`config.mk`:
```
export PLATFORM = sky130hd
export DESIGN_NAME = json_string_escaper
export DESIGN_NICKNAME = d
export VERILOG_FILES = /design/src/hw/rtl/jse_pkg.sv /design/src/hw/rtl/json_string_escaper.sv /design/src/hw/rtl/jse_front.sv /design/src/hw/rtl/jse_queue.sv /design/src/hw/rtl/jse_back.sv
export SDC_FILE = /design/constraint.sdc
export NUM_CORES = 1
export LEC_CHECK = 0
export BUFFER_PORTS_ARGS = -buffer_cell sky130_fd_sc_hd__buf_2
export CORE_ASPECT_RATIO = 0.9
export CORE_MARGIN = 10
export CORE_UTILIZATION = 54
export CTS_CLUSTER_SIZE = 40
export DETAILED_ROUTE_END_ITERATION = 7
export PLACE_DENSITY = 0.72
export RECOVER_POWER = 50
export SLEW_MARGIN = 20
export SYNTH_ARGS = -nofsm -noshare
export SYNTH_HDL_FRONTEND = slang
export SYNTH_HIERARCHICAL = 1
export SYNTH_SLANG_ARGS = --single-unit
```
`constraint.sdc`:
```
create_clock -name clock -period 4.1 [get_ports clock]
set_input_delay 0.615 -clock clock [delete_from_list [all_inputs] [get_ports clock]]
set_output_delay 0.615 -clock clock [all_outputs]
set_load 0.02 [all_outputs]
```
`src/hw/rtl/jse_pkg.sv`:
```
`default_nettype none
package jse_pkg;

   localparam logic [7:0] QUOTE_CH  = 8'h22;
   localparam logic [7:0] BSLASH_CH = 8'h5C;
   localparam logic [7:0] SLASH_CH  = 8'h2F;
   localparam logic [7:0] U_CH      = 8'h75;
   localparam logic [7:0] ZERO_CH   = 8'h30;
   localparam logic [7:0] CTRL_LIMIT = 8'h20;

   localparam logic [7:0] BS_CODE  = 8'h08;
   localparam logic [7:0] TAB_CODE = 8'h09;
   localparam logic [7:0] LF_CODE  = 8'h0A;
   localparam logic [7:0] FF_CODE  = 8'h0C;
   localparam logic [7:0] CR_CODE  = 8'h0D;

   localparam logic [7:0] B_CH = 8'h62;
   localparam logic [7:0] F_CH = 8'h66;
   localparam logic [7:0] N_CH = 8'h6E;
   localparam logic [7:0] R_CH = 8'h72;
   localparam logic [7:0] T_CH = 8'h74;

   localparam int unsigned MAX_RUN = 8;
   localparam int unsigned IDX_W   = $clog2(MAX_RUN);
   localparam int unsigned LEN_W   = IDX_W + 1;

   typedef struct packed {
      logic [7:0] in_byte;
      logic       first_byte;
      logic       last_byte;
      logic       empty_string;
   } req_type;

   typedef struct packed {
      logic [7:0] out_byte;
      logic       run_last;
   } rsp_type;

   typedef enum logic [1:0] {
      KIND_EMPTY,
      KIND_PLAIN,
      KIND_SHORT,
      KIND_UNICODE
   } kind_type;

   typedef struct packed {
      kind_type   kind;
      logic [7:0] body;
      logic       open_quote;
      logic       close_quote;
   } desc_type;

   typedef struct packed {
      logic avail;
      logic full;
   } qstat_type;

   function automatic logic [7:0] hex_char(input logic [3:0] nib);
      logic [7:0] res;
      if (nib < 4'd10) begin
         res = ZERO_CH + {4'd0, nib};
      end else begin
         res = 8'h61 + {4'd0, nib - 4'd10};
      end
      return res;
   endfunction

endpackage
`default_nettype wire

```
`src/hw/rtl/json_string_escaper.sv`:
```
// Channel   Direction  Beat                 Handshake
// req       in         jse_pkg::req_type    push / full
// rsp       out        jse_pkg::rsp_type    pop / empty
// csr       in         escape_slash bit     csr_valid / csr_ready
//
// A plain byte yields one output byte, a short escape two, a control byte six; quotes
// add one each. The back end emits one byte per cycle while rsp is not held.
// Reset is synchronous and clears the queue, sequencer and escape_slash.
// Input stalls only when the descriptor queue of QUEUE_DEPTH entries is full.
`default_nettype none
module json_string_escaper #(
   parameter int unsigned QUEUE_DEPTH = 4
) (
   input  wire                 logic clock,
   input  wire                 logic reset,
   input  wire                 logic push,
   output                      logic full,
   input  wire jse_pkg::req_type   req_beat,
   output                      logic empty,
   input  wire                 logic pop,
   output      jse_pkg::rsp_type   rsp_beat,
   input  wire                 logic csr_valid,
   output                      logic csr_ready,
   input  wire                 logic csr_wdata
);

   jse_pkg::desc_type  new_desc;
   jse_pkg::desc_type  head_desc;
   jse_pkg::qstat_type q_stat;
   logic               desc_pop;

   assign full = q_stat.full;

   jse_front u_front (
      .clock     (clock),
      .reset     (reset),
      .csr_valid (csr_valid),
      .csr_ready (csr_ready),
      .csr_wdata (csr_wdata),
      .beat      (req_beat),
      .desc      (new_desc)
   );

   jse_queue #(
      .DEPTH (QUEUE_DEPTH)
   ) u_queue (
      .clock   (clock),
      .reset   (reset),
      .wr_en   (push),
      .wr_data (new_desc),
      .rd_en   (desc_pop),
      .rd_data (head_desc),
      .stat    (q_stat)
   );

   jse_back u_back (
      .clock    (clock),
      .reset    (reset),
      .desc     (head_desc),
      .stat     (q_stat),
      .desc_pop (desc_pop),
      .empty    (empty),
      .pop      (pop),
      .rsp_beat (rsp_beat)
   );

endmodule
`default_nettype wire

```
`src/hw/rtl/jse_front.sv`:
```
`default_nettype none
module jse_front (
   input  wire                logic clock,
   input  wire                logic reset,
   input  wire                logic csr_valid,
   output                     logic csr_ready,
   input  wire                logic csr_wdata,
   input  wire jse_pkg::req_type  beat,
   output      jse_pkg::desc_type desc
);

   logic escape_slash_ff;
   logic escape_slash_in;

   assign csr_ready = 1'b1;

   always_comb begin
      escape_slash_in = escape_slash_ff;
      if (csr_valid) begin
         escape_slash_in = csr_wdata;
      end
   end

   always_ff @(posedge clock) begin
      if (reset) begin
         escape_slash_ff <= 1'b0;
      end else begin
         escape_slash_ff <= escape_slash_in;
      end
   end

   always_comb begin
      desc.kind        = jse_pkg::KIND_PLAIN;
      desc.body        = beat.in_byte;
      desc.open_quote  = beat.first_byte;
      desc.close_quote = beat.last_byte;
      unique case (beat.in_byte)
         jse_pkg::QUOTE_CH, jse_pkg::BSLASH_CH: begin
            desc.kind = jse_pkg::KIND_SHORT;
         end
         jse_pkg::SLASH_CH: begin
            if (escape_slash_ff) begin
               desc.kind = jse_pkg::KIND_SHORT;
            end
         end
         jse_pkg::BS_CODE: begin
            desc.kind = jse_pkg::KIND_SHORT;
            desc.body = jse_pkg::B_CH;
         end
         jse_pkg::FF_CODE: begin
            desc.kind = jse_pkg::KIND_SHORT;
            desc.body = jse_pkg::F_CH;
         end
         jse_pkg::LF_CODE: begin
            desc.kind = jse_pkg::KIND_SHORT;
            desc.body = jse_pkg::N_CH;
         end
         jse_pkg::CR_CODE: begin
            desc.kind = jse_pkg::KIND_SHORT;
            desc.body = jse_pkg::R_CH;
         end
         jse_pkg::TAB_CODE: begin
            desc.kind = jse_pkg::KIND_SHORT;
            desc.body = jse_pkg::T_CH;
         end
         default: begin
            if (beat.in_byte < jse_pkg::CTRL_LIMIT) begin
               desc.kind = jse_pkg::KIND_UNICODE;
            end
         end
      endcase
      if (beat.empty_string) begin
         desc.kind        = jse_pkg::KIND_EMPTY;
         desc.open_quote  = 1'b0;
         desc.close_quote = 1'b0;
      end
   end

endmodule
`default_nettype wire

```
`src/hw/rtl/jse_queue.sv`:
```
`default_nettype none
module jse_queue #(
   parameter int unsigned DEPTH = 4
) (
   input  wire                  logic clock,
   input  wire                  logic reset,
   input  wire                  logic wr_en,
   input  wire jse_pkg::desc_type   wr_data,
   input  wire                  logic rd_en,
   output      jse_pkg::desc_type   rd_data,
   output      jse_pkg::qstat_type  stat
);

   localparam int unsigned AW = (DEPTH > 1) ? $clog2(DEPTH) : 1;
   localparam int unsigned CW = $clog2(DEPTH + 1);

   jse_pkg::desc_type mem [DEPTH];
   logic [AW-1:0] wr_ptr_ff, wr_ptr_in;
   logic [AW-1:0] rd_ptr_ff, rd_ptr_in;
   logic [CW-1:0] count_ff, count_in;
   logic          do_wr, do_rd;

   assign stat.avail = (count_ff != '0);
   assign stat.full  = (count_ff == CW'(DEPTH));
   assign do_wr      = wr_en && !stat.full;
   assign do_rd      = rd_en && stat.avail;
   assign rd_data    = mem[rd_ptr_ff];

   always_comb begin
      wr_ptr_in = wr_ptr_ff;
      rd_ptr_in = rd_ptr_ff;
      count_in  = count_ff;
      if (do_wr) begin
         wr_ptr_in = (wr_ptr_ff == AW'(DEPTH - 1)) ? '0 : wr_ptr_ff + 1'b1;
      end
      if (do_rd) begin
         rd_ptr_in = (rd_ptr_ff == AW'(DEPTH - 1)) ? '0 : rd_ptr_ff + 1'b1;
      end
      if (do_wr && !do_rd) begin
         count_in = count_ff + 1'b1;
      end else if (do_rd && !do_wr) begin
         count_in = count_ff - 1'b1;
      end
   end

   always_ff @(posedge clock) begin
      if (reset) begin
         wr_ptr_ff <= '0;
         rd_ptr_ff <= '0;
         count_ff  <= '0;
      end else begin
         wr_ptr_ff <= wr_ptr_in;
         rd_ptr_ff <= rd_ptr_in;
         count_ff  <= count_in;
      end
   end

   always_ff @(posedge clock) begin
      if (do_wr) begin
         mem[wr_ptr_ff] <= wr_data;
      end
   end

endmodule
`default_nettype wire

```
`src/hw/rtl/jse_back.sv`:
```
`default_nettype none
module jse_back (
   input  wire                  logic clock,
   input  wire                  logic reset,
   input  wire jse_pkg::desc_type   desc,
   input  wire jse_pkg::qstat_type  stat,
   output                       logic desc_pop,
   output                       logic empty,
   input  wire                  logic pop,
   output      jse_pkg::rsp_type    rsp_beat
);

   logic [jse_pkg::IDX_W-1:0] idx_ff, idx_in;
   logic                      out_valid_ff, out_valid_in;
   jse_pkg::rsp_type          out_ff, out_in;

   logic [7:0]                body_seq [6];
   logic [2:0]                body_len;
   logic [jse_pkg::LEN_W-1:0] run_len;
   logic [jse_pkg::IDX_W-1:0] body_idx;
   logic                      advance;
   logic                      emit;
   logic                      at_end;
   logic [7:0]                cur_byte;

   assign empty    = !out_valid_ff;
   assign rsp_beat = out_ff;
   assign advance  = !out_valid_ff || pop;
   assign emit     = advance && stat.avail;

   always_comb begin
      body_seq[0] = desc.body;
      body_seq[1] = desc.body;
      body_seq[2] = jse_pkg::ZERO_CH;
      body_seq[3] = jse_pkg::ZERO_CH;
      body_seq[4] = jse_pkg::hex_char(desc.body[7:4]);
      body_seq[5] = jse_pkg::hex_char(desc.body[3:0]);
      body_len    = 3'd1;
      unique case (desc.kind)
         jse_pkg::KIND_EMPTY: begin
            body_seq[0] = jse_pkg::QUOTE_CH;
            body_seq[1] = jse_pkg::QUOTE_CH;
            body_len    = 3'd2;
         end
         jse_pkg::KIND_PLAIN: begin
            body_len = 3'd1;
         end
         jse_pkg::KIND_SHORT: begin
            body_seq[0] = jse_pkg::BSLASH_CH;
            body_len    = 3'd2;
         end
         jse_pkg::KIND_UNICODE: begin
            body_seq[0] = jse_pkg::BSLASH_CH;
            body_seq[1] = jse_pkg::U_CH;
            body_len    = 3'd6;
         end
         default: begin
            body_len = 3'd1;
         end
      endcase
   end

   always_comb begin
      run_len  = jse_pkg::LEN_W'(body_len) + jse_pkg::LEN_W'(desc.open_quote)
               + jse_pkg::LEN_W'(desc.close_quote);
      body_idx = idx_ff - jse_pkg::IDX_W'(desc.open_quote);
      at_end   = (jse_pkg::LEN_W'(idx_ff) + 1'b1) == run_len;
      cur_byte = jse_pkg::QUOTE_CH;
      if (!(desc.open_quote && idx_ff == '0) && (body_idx < body_len)) begin
         cur_byte = body_seq[body_idx];
      end
   end

   always_comb begin
      idx_in       = idx_ff;
      out_valid_in = out_valid_ff;
      out_in       = out_ff;
      desc_pop     = 1'b0;
      if (advance) begin
         out_valid_in = stat.avail;
      end
      if (emit) begin
         out_in.out_byte = cur_byte;
         out_in.run_last = at_end;
         if (at_end) begin
            idx_in   = '0;
            desc_pop = 1'b1;
         end else begin
            idx_in = idx_ff + 1'b1;
         end
      end
   end

   always_ff @(posedge clock) begin
      if (reset) begin
         idx_ff       <= '0;
         out_valid_ff <= 1'b0;
      end else begin
         idx_ff       <= idx_in;
         out_valid_ff <= out_valid_in;
      end
   end

   always_ff @(posedge clock) begin
      out_ff <= out_in;
   end

endmodule
`default_nettype wire

```
==> results of run 1 <==
## through the flow
step | instance area, sq um | hold WS [ns] | worst slack (ns)
2_1_floorplan | 3870 | 0.453 | 0.00971
3_3_place_gp | 4070 | 0.479 | 0.202
3_5_place_dp | 4070 | 0.496 | 0.0198
4_1_cts | 4310 | 0.504 | 0.000295
5_1_grt | 4350 | 0.527 | -0.0453
6_report | 4350 | 0.506 | 0.128
## worst min path at each step
| stage | startpoint | to | slack (ns) | depth (start not counted) |
|---|---|---|---|---|
| 2_1_floorplan | u_queue/rd_ptr_ff[0] | flip-flop | 0.45 | 2 |
| 3_3_place_gp | u_back/idx_ff[1] | u_back/idx_ff[1] | 0.48 | 2 |
| 4_1_cts | csr_wdata | u_front/escape_slash_ff | 0.50 | 3 |
| 6_report | u_queue/rd_ptr_ff[0] | flip-flop | 0.51 | 2 |
| 3_5_place_dp | u_queue/rd_ptr_ff[0] | flip-flop | 0.50 | 2 |
| 5_1_grt | csr_wdata | u_front/escape_slash_ff | 0.53 | 3 |
## report_power, final
| part | internal [mW] | total (mW) | switching (mW) | leakage [nW] |
|---|---|---|---|---|
| clock | 0.407 | 0.658 | 0.251 | 0.118 |
| combinational | 0.554 | 1.33 | 0.776 | 0.874 |
| sequential | 0.953 | 1.02 | 0.0688 | 0.645 |
| total | 1.91 | 3.01 | 1.10 | 1.64 |
## cell usage after synthesis (5+ instances only)
library cell | instances | share of area (%)
sky130_fd_sc_hd__mux4_2 | 13 | 7.6
sky130_fd_sc_hd__nand3_1 | 8 | 1.0
sky130_fd_sc_hd__nand2_1 | 17 | 1.7
sky130_fd_sc_hd__a21oi_1 | 21 | 2.7
sky130_fd_sc_hd__o21ai_1 | 5 | 0.65
sky130_fd_sc_hd__inv_1 | 22 | 2.1
sky130_fd_sc_hd__xnor2_1 | 5 | 1.1
sky130_fd_sc_hd__o21ai_0 | 6 | 0.78
sky130_fd_sc_hd__nor2_1 | 18 | 1.8
sky130_fd_sc_hd__dfxtp_1 | 14 | 7.3
sky130_fd_sc_hd__ha_1 | 25 | 8.1
sky130_fd_sc_hd__edfxtp_1 | 57 | 44
sky130_fd_sc_hd__xor2_1 | 10 | 2.3
sky130_fd_sc_hd__nor2b_1 | 10 | 1.6
## routing by layer
| layer | vias to the layer above | GRT usage (%) |
|---|---|---|
| li1 | 1219 | - |
| met1 | 1152 | 16.9 |
| met2 | 73 | 21.9 |
| met3 | 7 | 3.46 |
| met4 | 0 | 5.37 |
| met5 | - | 0 |
## kinds of logic (layout without fill, tap and decap cells)
group / Yosys count / after routing
AO/OA/AOI/OAI: 57 / 57
XOR/XNOR: 16 / 16
adder cells (fa/ha/maj): 26 / 26
buffers and inverters: 35 / 80
flip-flops: 71 / 71
multiplexers: 17 / 17
other: 1 / 1
AND/OR/NAND/NOR: 87 / 87
## sequential cells by signal, summed over array words and instances, names as in the netlist, named ones only
register and flops:
u_front/escape_slash_ff 1, u_back/idx_ff 3, u_queue/count_ff 3, u_back/out_valid_ff 1, u_back/rsp_beat 9, u_queue/wr_ptr_ff 2, u_queue/mem 48, u_queue/rd_ptr_ff 2
## layout make-up
type	instances	share of cell area (%)
Tap cell	93	2.68
Clock buffer	11	3.02
Timing Repair Buffer	40	5.10
Inverter	24	2.13
Clock inverter	5	2.48
Sequential cell	71	45.9
Multi-Input combinational cell	204	38.7
## worst reg2reg max path, stage by stage, from the launching register on
cell,delay (ns)
sky130_fd_sc_hd__dfxtp_4,0.37
sky130_fd_sc_hd__mux4_2,0.55
sky130_fd_sc_hd__inv_2,0.09
sky130_fd_sc_hd__ha_2,0.19
sky130_fd_sc_hd__xor2_1,0.08
sky130_fd_sc_hd__ha_1,0.18
sky130_fd_sc_hd__a21o_1,0.19
sky130_fd_sc_hd__ha_1,0.30
sky130_fd_sc_hd__xor2_1,0.18
sky130_fd_sc_hd__nor2_1,0.08
sky130_fd_sc_hd__nand4b_1,0.12
sky130_fd_sc_hd__nor2_1,0.08
sky130_fd_sc_hd__o31ai_4,0.08
sky130_fd_sc_hd__ha_2,0.23
sky130_fd_sc_hd__inv_1,0.06
sky130_fd_sc_hd__fa_1,0.39
sky130_fd_sc_hd__xor2_1,0.18
sky130_fd_sc_hd__or3_2,0.41
sky130_fd_sc_hd__a21oi_1,0.16
## timing repair
action | 4_1_cts | 5_1_grt
endpoints found under the setup margin | 0 | 1
setup buffers | 0 | 9
hold endpoints to repair | 0 | 0
resized for setup | 0 | 3
## layout by cell type (no fill, tap or decap), types with 2 or more instances in the layout
master and n:
sky130_fd_sc_hd__nand2_1 17, sky130_fd_sc_hd__ha_2 2, sky130_fd_sc_hd__clkinv_4 2, sky130_fd_sc_hd__a21oi_1 21, sky130_fd_sc_hd__mux2i_1 4, sky130_fd_sc_hd__clkbuf_1 14, sky130_fd_sc_hd__clkbuf_8 9, sky130_fd_sc_hd__xor2_1 10
sky130_fd_sc_hd__nand3_1 8, sky130_fd_sc_hd__buf_2 15, sky130_fd_sc_hd__o21ai_0 8, sky130_fd_sc_hd__and3_1 4, sky130_fd_sc_hd__a211oi_1 2, sky130_fd_sc_hd__nand3b_1 2, sky130_fd_sc_hd__a221oi_1 2, sky130_fd_sc_hd__xnor2_1 5
sky130_fd_sc_hd__nor3_1 4, sky130_fd_sc_hd__inv_1 21, sky130_fd_sc_hd__nand4_1 2, sky130_fd_sc_hd__edfxtp_1 57, sky130_fd_sc_hd__buf_4 12, sky130_fd_sc_hd__o21ai_1 4, sky130_fd_sc_hd__nand2b_1 4, sky130_fd_sc_hd__and2_1 4
sky130_fd_sc_hd__or3_2 2, sky130_fd_sc_hd__nor2_1 20, sky130_fd_sc_hd__a21o_1 2, sky130_fd_sc_hd__ha_1 23, sky130_fd_sc_hd__nor2b_1 10, sky130_fd_sc_hd__o221ai_1 4, sky130_fd_sc_hd__bufinv_16 3, sky130_fd_sc_hd__dfxtp_1 13
sky130_fd_sc_hd__mux4_2 13
==> results by stage, run 1 <==
Synth:
- The post-synthesis cell area is 3850 sq um.
- The number of warning messages in the yosys log is 6.
- The combinational family with the most area after synthesis is simple AND/OR/NAND/NOR gates.
- The proportion of register bits with asynchronous set or reset after synthesis is 0%.
- The synthesized instance count is 310.
- The xor-xnor portion of the synthesized cell area is 4.13%.
- Among all flip-flop cells after synthesis, the most frequent one is sky130_fd_sc_hd__edfxtp_1.
- Yosys mapped a number of flops with a built-in enable equal to 57.
- The post-synthesis share of cell area spent on and, or, nand and nor gates is 12.7%.
- Of the total synthesized cell area, the portion taken by full adders, half adders and majority gates is 8.64%.
- The synthesized design contains 71 register bits.
- The synthesized netlist devotes 9.78% of its cell area to compound gates.
- The average instance area after synthesis is 12.4 sq um.
- The post-synthesis sequential area ratio is 51.7%.
- The number of nets in the synthesized netlist is 353.
- Synthesis instantiated 62 different standard cells from the library.
- Of the post-synthesis cell area, the part taken by muxes is 8.64%.

Die:
- Measured along the x axis, the die boundary spans 109 microns.
- The die covers 10900 sq um.
- The die is 100 microns tall.
- The number of core rows is 29.
- The region available for standard cell placement spans 7000 sq um.
- During I/O placement, the number of pins put on the boundary was 29.
- For this configuration, the core starts out at a cell density of 55.0%.

Critical path:
- The most numerous cell on the critical path is sky130_fd_sc_hd__xor2_1.
- The endpoint type of the worst setup path is a flip-flop.
- Traced cell by cell, the critical path runs through mux4_2 > inv_2 > ha_2 > xor2_1 > ha_1 > a21o_1 > ha_1 > xor2_1 > nor2_1 > nand4b_1 > nor2_1 > o31ai_4 > ha_2 > inv_1 > fa_1 > xor2_1 > or3_2 > a21oi_1.
- The flop-to-flop setup slack is 0.13 ns.
- The critical path is of the flip-flop to flip-flop type.
- The required time of the critical path is 4.37 ns.
- For the worst setup path, the data arrival time is 4.24 ns.
- Of all nets on the critical path, the largest fanout is 4.
- On the critical path the largest part of the delay comes from adder cells.
- The critical path ends at u_queue/count_ff[2].
- The number of cells on the worst reg-to-reg path is 18.
- The cell with the largest stage delay on the worst path is sky130_fd_sc_hd__mux4_2.
- The critical path contains buffers and inverters numbering 2 combined.
- The worst register-to-register path ends at u_queue/count_ff[2].
- The type of element launching the critical path is a flip-flop.
- The critical path's largest stage delay is 0.55 ns.
- The path length in cells of the critical path is 18.

STA:
- Timing would allow up to 252 MHz.
- The worst slew margin relative to its limit is 58.0%.
- The post-route clock skew is 0.00997 ns.
- The sum of negative setup slack is 0 ns.
- The clock period minus final worst setup slack is 3.97 ns.
- The hold violation total from the final report is 0.
- The final worst-path cycle share is 96.9%.
- The transition at the pin with the smallest max-transition slack is 0.630 ns.
- Setup violations remaining at the end of the flow were counted as 0.
- The number of slew-limit violations in the final report was 0.

GRT:
- The first global-routing pass estimated 11800 microns of wire.
- The sum of overflow across all layers after global routing is 0.
- The largest net degree at the start of global routing is 18.
- In the global route stage, overall resource usage came out at 13.5%.
- The via count of the first global-routing pass is 2514.
- The number of antenna violations at the first check in global routing was 0.

Layout:
- The count of fill cells added during filler insertion is 552.
- Summing all multi-input logic gate instances after layout gives 1680 sq um.
- The number of antenna diodes in the final layout is 0.
- For this run, the post-layout net count is 393.
- The sequential cell area is 2000 sq um.
- Leaving out filler cells and counting taps, the final layout contains 448.
- The signed area change from the synthesized netlist to the final layout is 12.8%.
- In the final layout, the share of cells above drive strength 1 is 20.3%.
- The final design utilization is 62.1%.

Detailed routing:
- The DRC violations left is 0.
- The detailed-route via count is 2451.
- The length of routed met3 wiring is 381 microns.
- The first routing iteration left 143 violations.
- The post-detailed-route via-to-cell ratio is 5.47.
- After detailed routing, the total wire length is 7190 microns.
- After detailed routing, the wire length on met1 is 3230 microns.
- The top routing layer in use is met4.
- The number of antenna-violating nets in the routed design is 0.
- The detailed-router iteration count before antenna repair is 4.
- The met2 wire length is 3490 microns.
- Dividing the detail-routed wire length by the instance count gives 16.1 microns.

Placed design:
- The wire-length estimate of the detail-placed layout is 5180 microns.
- The congestion estimate from routability-driven global placement came to 0.820.
- In this run the tool buffered the top-level ports with 27 buffer cells.
- The instance count after placement with tap cells included is 423.

Run:
- Max-cap violations in this run came to 0.

Power:
- The leakage power figure is 1.64 nW.
- Total power for the finished layout comes to 3.01 mW.
- Dividing total power by cell area gives a power density of 693 nW/um^2.
- The highest ir drop seen on vdd is 0.277 mV.

Clock network:
- The buffer type at the clock tree root is sky130_fd_sc_hd__clkbuf_8.
- In this run the number of H-tree levels came out at 3.
- The number of buffers on the longest clock path is 2.
- TritonCTS built the clock tree.
- The hold-fix buffer count after cts is 0.
- The number of sinks driven by the clock tree is 71.
- The clock-pin transition on the worst setup and hold timing paths is 0.07 ns.
- Buffers inserted during clock tree synthesis total 9.
- The clock latency at the later pin of the worst-skew pair is 0.34 ns.

Outcome:
- The run finished with clean final reports.

Min path:
- The class of the tightest hold or removal check is flip-flop to flip-flop.
No activity file was read; power rests on OpenSTA's default activity.
==> run 2: changes to the inputs <==
--- a/config.mk
+++ b/config.mk
@@ -6,12 +6,14 @@
 export NUM_CORES = 1
 export LEC_CHECK = 0
 export BUFFER_PORTS_ARGS = -buffer_cell sky130_fd_sc_hd__buf_2
+export CELL_PAD_IN_SITES_DETAIL_PLACEMENT = 1
+export CELL_PAD_IN_SITES_GLOBAL_PLACEMENT = 1
 export CORE_ASPECT_RATIO = 0.9
 export CORE_MARGIN = 10
-export CORE_UTILIZATION = 54
+export CORE_UTILIZATION = 44
 export CTS_CLUSTER_SIZE = 40
 export DETAILED_ROUTE_END_ITERATION = 7
-export PLACE_DENSITY = 0.72
+export PLACE_DENSITY = 0.86
 export RECOVER_POWER = 50
 export SLEW_MARGIN = 20
 export SYNTH_ARGS = -nofsm -noshare
==> run 2 against run 1 <==
  * Non-clock buffer count down 3
  * Via count up 4.8%
  * Sequential share of layout area grew 0.24 points
  * Register-to-register slack hardly changed
  * Die area rose by 18%
  * Global-route usage is 0.45 points higher
  * Final cell count increased by 5.1%
  * Hold slack got worse by 0.0041 ns
  * Combinational power grew 6%
  * Design area fell by 0.52%
  * Power fell by 2.6%
  * Utilization shrank 12 points
  * Highest routed layer unchanged
==> results by stage, run 2 (synthesized netlist as in run 1, its figures left out) <==
Clock network:
- The count of H-tree levels built during CTS is 3.
- For this design, the CTS-stage hold fixing added 0 buffers.
- The clock-pin transition on the worst setup and hold timing paths is 0.08 ns.
- The root buffer cell chosen for the clock tree is sky130_fd_sc_hd__clkbuf_8.
- The CTS tree is done.
- For the worst-skew pair, the clock arrives at the later sink with an insertion delay of 0.35 ns.
- Counting the buffers created by CTS gives 9.
- The number of sinks driven by the clock tree is 71.
- The clock passes through at most 2 buffers.

STA:
- The worst pin sits at a relative slew slack of 53.9%.
- For the pin with the worst max-slew slack, the measured transition is 0.692 ns.
- Based on the critical path, the design can be clocked at up to 252 MHz.
- Dividing the final minimum period by the clock period gives 96.9%.
- The sum of negative setup slack is 0 ns.
- The post-route clock skew is 0.00613 ns.
- The hold violation total from the final report is 0.
- The number of slew-limit violations in the final report is 0.
- Setup violations remaining at the end of the flow were counted as 0.
- In the post-route analysis, the smallest setup slack over all paths is 0.129 ns.
- The smallest clock period supported by the final layout is computed as 3.97 ns.

Power:
- Summed over all nets, the switching power comes to 1.19 mW.
- For this design the static power due to leakage is 1.58 nW.
- The proportion of total power due to net switching is 40.6%.
- Cell internal power was estimated by the tool at 1.74 mW.
- The part of the power in combinational logic is 48.1%.
- The power per standard cell area is 678 nW/um^2.
- The highest ir drop seen on vdd is 0.233 mV.
- The proportion of power drawn by the clock network is 16.6%.
- Of the total power, registers draw 35.3%.

Die:
- The die extent in x is 119 microns.
- The count of boundary I/O pins is 29.
- The die covers 12900 sq um.
- The core region is 8570 sq um.
- The number of core rows is 32.
- The starting density of the core is 44.9%.
- The y dimension of the die is 109 microns.

Min path:
- The startpoint of the lowest-slack hold path is csr_wdata.
- The class of the tightest hold or removal check is input pin to flip-flop.
- The worst hold path was traced through 3 stages.
- The endpoint with the worst hold slack is u_front/escape_slash_ff.

Critical path:
- The kind of critical path is flip-flop to flip-flop.
- The arrival time of the worst setup path is 4.25 ns.
- The worst register-to-register path has a setup slack of 0.13 ns.
- Of all nets on the critical path, the largest fanout is 4.
- The type of element launching the critical path is a flip-flop.
- Data on the critical path is required at its endpoint by 4.38 ns.
- STA classifies the critical path endpoint as a flip-flop.
- Measured in cells, the most critical reg-to-reg path has a length of 17.
- The endpoint identified for the worst register-to-register timing path is u_queue/count_ff[2].

Run:
- The total of max-cap violations is 0.

Layout:
- The register ranked first by flip-flop count is u_queue/mem.
- The area growth from synthesis to layout is 12.2%.
- The number of antenna diodes in the final layout is 0.
- Leaving out fill and tap cells, the most frequent cell in the layout is sky130_fd_sc_hd__edfxtp_1.
- The register with the most flip-flops in the layout has 48 of them.
- Of the cells placed in the final design, the portion with a size suffix greater than 1 is 20.7%.
- In the layout the commonest cells are sky130_fd_sc_hd__edfxtp_1 (57), sky130_fd_sc_hd__ha_1 (22), sky130_fd_sc_hd__inv_1 (21).
- The post-layout net count is 390.

Placed design:
- The placer's final routability congestion estimate is 0.752.
- Detailed placement finished with a half-perimeter wire length of 6330 microns.
- The post-placement worst setup slack is -0.0431 ns.
- In this run the tool buffered the top-level ports with 27 buffer cells.

GRT:
- The largest net degree at the start of global routing is 18.
- Summed over all layers, the global routing overflow is 0.
- The via count of the first global-routing pass came to 2863.
- The first global-routing pass estimated 14500 microns of wire.
- The number of antenna violations at the first check in global routing is 0.
- Global routing consumed, over all layers together, 14.0% of the routing resources.

Detailed routing:
- Dividing the detail-routed wire length by the instance count gives 19.2 microns.
- The detailed-router iteration count before antenna repair is 4.
- Dividing the detail-routed via count by the number of cells gives 5.45.
- The DRC violations left is 0.
- The number of antenna-violating nets in the routed design is 0.
- The first routing iteration left 183 violations.
- Wires add up to 9030 microns.
- The detailed-route via count is 2568.

Outcome:
- The flow ran to the end, and the final reports show no timing, DRC or antenna violations.
==> run 2: cell types whose count changed in the layout (fill, tap and decap cells not counted), sizes merged <==
cell      before  now
clkinvlp       1    3
bufinv         3    0
buf           28   24
clkinv         3    5
clkbuf        23   22
inv           22   23
==> run 2: repair_timing <==
| item | CTS | global route |
|---|---|---|
| setup endpoints to repair | 1 | 1 |
| buffers inserted | 4 | 2 |
| gates resized for setup | 1 | 7 |
| hold endpoints to repair | 0 | 0 |
| pin swaps | 1 | 1 |
==> run 2: worst max-delay path by stage <==
stage                          endpoint  depth (start not counted)
CTS                 u_queue/count_ff[2]                         18
global route        u_queue/count_ff[2]                         17
floorplan           u_queue/count_ff[2]                         19
finish              u_queue/count_ff[2]                         17
detailed placement  u_queue/count_ff[2]                         18
global placement    u_queue/count_ff[2]                         18
==> run 2: power by group through the flow <==
stage | clock network [mW] | logic (mW) | registers [mW]
2_1_floorplan | 0 | 0.962 | 1.08
3_3_place_gp | 0 | 1.26 | 1.03
3_5_place_dp | 0 | 1.32 | 1.04
4_1_cts | 0.499 | 1.36 | 1.03
5_1_grt | 0.534 | 1.57 | 1.05
6_report | 0.486 | 1.41 | 1.03
==> run 2: worst max-delay path, cell delays in order, from the launching register on <==
cell	delay, ns
sky130_fd_sc_hd__dfxtp_4	0.39
sky130_fd_sc_hd__mux4_2	0.57
sky130_fd_sc_hd__ha_4	0.21
sky130_fd_sc_hd__xor2_1	0.16
sky130_fd_sc_hd__ha_1	0.17
sky130_fd_sc_hd__a21o_1	0.20
sky130_fd_sc_hd__ha_4	0.29
sky130_fd_sc_hd__xor2_2	0.14
sky130_fd_sc_hd__nor2_1	0.06
sky130_fd_sc_hd__nand4b_1	0.11
sky130_fd_sc_hd__nor2_1	0.08
sky130_fd_sc_hd__o31ai_4	0.10
sky130_fd_sc_hd__ha_2	0.24
sky130_fd_sc_hd__inv_1	0.05
sky130_fd_sc_hd__fa_2	0.35
sky130_fd_sc_hd__xor2_1	0.18
sky130_fd_sc_hd__or3_2	0.43
sky130_fd_sc_hd__a21oi_2	0.16
==> run 2: per-stage QoR <==
stage                     instances  hold slack (ns)  power, mW  cell area, sq um  util [%]
after global placement          449            0.487       2.29              4110      47.9
after global routing            471            0.519       3.15              4320      50.5
after floorplan                 310            0.453       2.04              3870         -
final                           471            0.502       2.93              4320      50.5
after CTS                       469            0.486       2.88              4310      50.3
after detailed placement        449            0.502       2.36              4110      47.9
==> run 2: final cells by class <==
| class | count | area, sq um |
|---|---|---|
| clock buffers | 9 | 124 |
| flip-flops and latches | 71 | 2000 |
| inverters | 24 | 92.6 |
| clock inverters | 7 | 48.8 |
| multi-input cells | 204 | 1720 |
| well taps | 119 | 149 |
| fillers | 946 | 4250 |
| repair buffers | 37 | 198 |
==> run 2: metal layers <==
metal  wire length (microns)  part of all wire (%)  GRT usage (%)
met3                     368                   4.1           4.39
met5                       0                     0              0
met4                     130                   1.4           4.62
met1                    3940                    44           15.6
met2                    4590                    51           25.1
